`src/rtl/core/cmd_pkg.sv`:
```
package cmd_pkg;

    localparam int MAX_WIDTH  = 2048;
    localparam int MAX_HEIGHT = 2048;
    localparam int MAX_RADIUS = 3;

    localparam int CH_W   = 8;
    localparam int PIX_W  = 3 * CH_W;
    localparam int DIM_W  = 12;
    localparam int RAD_W  = 2;
    localparam int IDX_W  = 2;
    localparam int CMP_W  = DIM_W + 1;

    localparam int NUM_SLOTS  = 2 * MAX_RADIUS;
    localparam int NUM_CELLS  = 2 * MAX_RADIUS + 1;
    localparam int SEL_W      = $clog2(NUM_CELLS);
    localparam int COL_W      = $clog2(MAX_WIDTH);
    localparam int OROW_W     = $clog2(MAX_HEIGHT);
    localparam int ROW_W      = $clog2(MAX_HEIGHT + 2 * MAX_RADIUS);
    localparam int LAG_W      = $clog2(MAX_RADIUS * MAX_WIDTH + MAX_RADIUS + 1);
    localparam int FIFO_DEPTH = 4;
    localparam int FIFO_PTR_W = $clog2(FIFO_DEPTH);
    localparam int FIFO_CNT_W = $clog2(FIFO_DEPTH + 1);

    localparam logic [IDX_W-1:0] REG_MATCH_COLOR  = 2'd0;
    localparam logic [IDX_W-1:0] REG_RADIUS       = 2'd1;
    localparam logic [IDX_W-1:0] REG_FRAME_WIDTH  = 2'd2;
    localparam logic [IDX_W-1:0] REG_FRAME_HEIGHT = 2'd3;

    localparam logic [PIX_W-1:0] RST_MATCH_COLOR  = 24'd0;
    localparam logic [RAD_W-1:0] RST_RADIUS       = 2'd2;
    localparam logic [DIM_W-1:0] RST_FRAME_WIDTH  = 12'd1500;
    localparam logic [DIM_W-1:0] RST_FRAME_HEIGHT = 12'd1000;

    typedef struct packed {
        logic [CH_W-1:0] blue;
        logic [CH_W-1:0] green;
        logic [CH_W-1:0] red;
        logic            is_padding;
    } pix_item_t;

    typedef struct packed {
        logic [CH_W-1:0] out_blue;
        logic [CH_W-1:0] out_green;
        logic [CH_W-1:0] out_red;
        logic            frame_end;
    } res_item_t;

    typedef struct packed {
        logic             vbit;
        logic [PIX_W-1:0] pix;
    } cell_t;

    typedef struct packed {
        logic             en;
        logic [COL_W-1:0] addr;
        logic [PIX_W-1:0] pix;
        logic [PIX_W-1:0] color;
        logic [RAD_W-1:0] radius;
    } col_wr_t;

endpackage

```
`src/rtl/core/cmd_cell.sv`:
```
module cmd_cell (
    input  logic           clk,
    input  logic           shift,
    input  cmd_pkg::cell_t d,
    output cmd_pkg::cell_t q,
    input  logic           in_window,
    input  logic           hit_in,
    output logic           hit_out
);
    import cmd_pkg::*;

    cell_t q_reg;

    always_ff @(posedge clk)
    begin
        if (shift)
        begin
            q_reg <= d;
        end
    end

    assign q       = q_reg;
    assign hit_out = hit_in | (in_window & q_reg.vbit);

endmodule

```
`config.mk`:
```
export PLATFORM = sky130hd
export DESIGN_NAME = cmd_cell
export DESIGN_NICKNAME = d
export VERILOG_FILES = /design/src/rtl/core/cmd_pkg.sv /design/src/rtl/core/cmd_cell.sv
export SDC_FILE = /design/constraint.sdc
export NUM_CORES = 1
export LEC_CHECK = 0
export BUFFER_PORTS_ARGS = -buffer_cell sky130_fd_sc_hd__buf_2
export CORE_MARGIN = 2
export CORE_UTILIZATION = 38
export DETAILED_ROUTE_END_ITERATION = 10
export PLACE_DENSITY = 0.77
export SLEW_MARGIN = 20
export SYNTH_ARGS = -nofsm -noshare
export SYNTH_HDL_FRONTEND = slang
export SYNTH_SLANG_ARGS = --single-unit
```
`constraint.sdc`:
```
create_clock -name clk -period 0.89 [get_ports clk]
set_clock_uncertainty 0.2 [all_clocks]
set_input_delay 0.089 -clock clk [delete_from_list [all_inputs] [get_ports clk]]
set_output_delay 0.089 -clock clk [all_outputs]
set_load 0.02 [all_outputs]
```
==> run_results.csv <==
group,metric,value,unit
status,status,"finished with violations",
status,violations,"negative hold slack, negative setup slack",
sta,period_minus_slack,1.31,ns
synth,synth-seq-area-share,99.0,%
critical_path,worst-path-stages,2,
min_path,hold_path.class,"in -> reg",
critical_path,crit_fanout,2,
detailed_routing,wl_met1,759,µm
global_route,grt_max_degree,18,
synth,synth.avg_cell_area,29.2,µm²
clock_tree,cts_num_sinks,25,
synth,syn_inst,26,
critical_path,critPathMaxStageDelay,0.41,ns
critical_path,crit_arrival,1.02,ns
sta,setup_viol,26,
sta,whs,-0.0342,ns
pwr,p_leak,0.000638,µW
detailed_routing,wl_met3,178,µm
clock_tree,clk_pin_slew_worst_paths,0.13,ns
die,die_width,48.7,µm
detailed_routing,totalWireLength,1950,µm
sta,grt_setup_unrepaired,"true",
critical_path,crit_path_start_kind,"flip-flop",
global_route,antenna_found_initial,0,
die,initial_utilization,39.5,%
job,maxCapViolations,0,
sta,finalHoldViolCount,25,
sta,period_share,147,%
final_layout,syn2layout_area_growth,91.6,%
final_layout,instances_no_fill,139,
critical_path,critPathRequiredTime,0.60,ns
final_layout,drive_gt1_share,54.5,%
die,core_area,0.00192,mm²
clock_tree,h-tree-depth,1,
sta,relSlewSlack,91.2,%
clock_tree,cts_tree,"yes",
die,die_h,48.7,µm
detailed_routing,first_iter_violations,3,
die,fp-row-count,16,
final_layout,final_nets,142,
sta,fin_ws,-0.417,ns
critical_path,critPathTopFamily,"flip-flops",
global_route,grt_overflow_total,0,
critical_path,worstPathCellList,"a21o_1 > buf_2",
synth,syn_nets,55,
final_layout,diodes,0,
pwr,p_per_area,1630,mW/mm²
pwr,ir_drop,1.11,mV
synth,synth.cell_area,758,µm²
detailed_routing,dr_wl_met2,1000,µm
clock_tree,root_buffer,"clkbuf_4",
synth,yosysWarnings,0,
synth,ys_types,2,
placed_design,placedCellCount,109,
global_route,groute.usage.overall,17.4,%
detailed_routing,via_per_inst,4.28,
clock_tree,cts_hold_buf,25,
die,dieArea,0.00237,mm²
min_path,whs_path_depth,2,
clock_tree,ctsLongestPathBuffers,2,
global_route,grt_pass1_wl,2990,µm
sta,fmax,765,MHz
critical_path,crit_buf_inv,1,
sta,worst_slew_pin_slew,0.132,ns
final_layout,postLayoutCoreUtil,75.6,%
sta,slew_viol_final,0,
detailed_routing,post-route-drc-count,0,
critical_path,crit_slowest_cell,"edfxtp_1",
detailed_routing,dr_total_vias,595,
placed_design,port-buffer-count,54,
detailed_routing,top_layer_used,"met4",
critical_path,endpoint_kind,"primary output",
synth,ys_seq_elements,25,
placed_design,place_congestion,0.656,
global_route,grt_pass1_vias,627,
critical_path,critPathKind,"reg -> out",
die,ios,55,
detailed_routing,drtAntennaViolNets,0,
final_layout,largest_reg_flops,25,
detailed_routing,wl_per_cell,14.1,µm
detailed_routing,first_pass_iters,3,
clock_tree,cts_buffers,3,
## kinds of logic after synthesis
logic type | count (synthesis) | synth area share, %
AOI/OAI and AO/OA | 1 | 0.990
DFF | 25 | 99.0
## report_power, final
group	leakage (µW)	switching (µW)	internal (µW)
Clock	0.0000177	316	168
Sequential	0.000245	34.6	1400
Combinational	0.000376	213	242
Total	0.000638	563	1810
## cell usage after synthesis, drive strengths merged
cell     n  area, µm²
edfxtp  25        751
a21o     1       7.51
## cells in the final DEF, fill, tap and decap left out
cell type	Yosys	final
buf_4	0	2
buf_2	0	42
buf_12	0	1
dlymetal6s4s_1	0	1
a21o_1	1	1
clkbuf_4	0	3
dlygate4sd3_1	0	24
clkinv_2	0	1
edfxtp_1	25	25
buf_6	0	12
## routing by layer
layer,vias up,track usage [%]
met3,2,5.25
met5,-,0
li1,276,-
met1,276,19.4
met4,0,8.57
met2,41,30.1
## cell type report
| class | instances | area (µm²) |
|---|---|---|
| multi-input cells | 1 | 7.51 |
| repair buffers | 82 | 633 |
| well taps | 27 | 33.8 |
| flip-flops and latches | 25 | 751 |
| fillers | 119 | 469 |
| clock inverters | 1 | 5.00 |
| clock buffers | 3 | 22.5 |
## per-stage QoR
stage / worst slack, ns / setup TNS (ns) / power (µW) / area (µm²)
6_report: -0.417 / -7.09 / 2370 / 1450
5_1_grt: -0.479 / -8.31 / 2470 / 1450
2_1_floorplan: -0.127 / -0.127 / 1580 / 758
3_5_place_dp: -0.0663 / -0.0663 / 1750 / 1090
3_3_place_gp: -0.0560 / -0.0560 / 1740 / 1090
4_1_cts: -0.429 / -7.12 / 2330 / 1410
## timing repair
item | 4_1_cts | 5_1_grt
resized for setup | 12 | 13
gates cloned | 0 | 0
endpoints found under the setup margin | 26 | 27
pin swaps | 0 | 0
buffers inserted | 0 | 1
hold endpoints to repair | 50 | 26
## path summary, 6_finish.rpt
check / start / endpoint / slack, ns
setup / recovery: q[24]$_DFFE_PP_ / hit_out / -0.42
hold / removal: shift / q[0]$_DFFE_PP_ / -0.03
(Power assumes the default switching activity.)
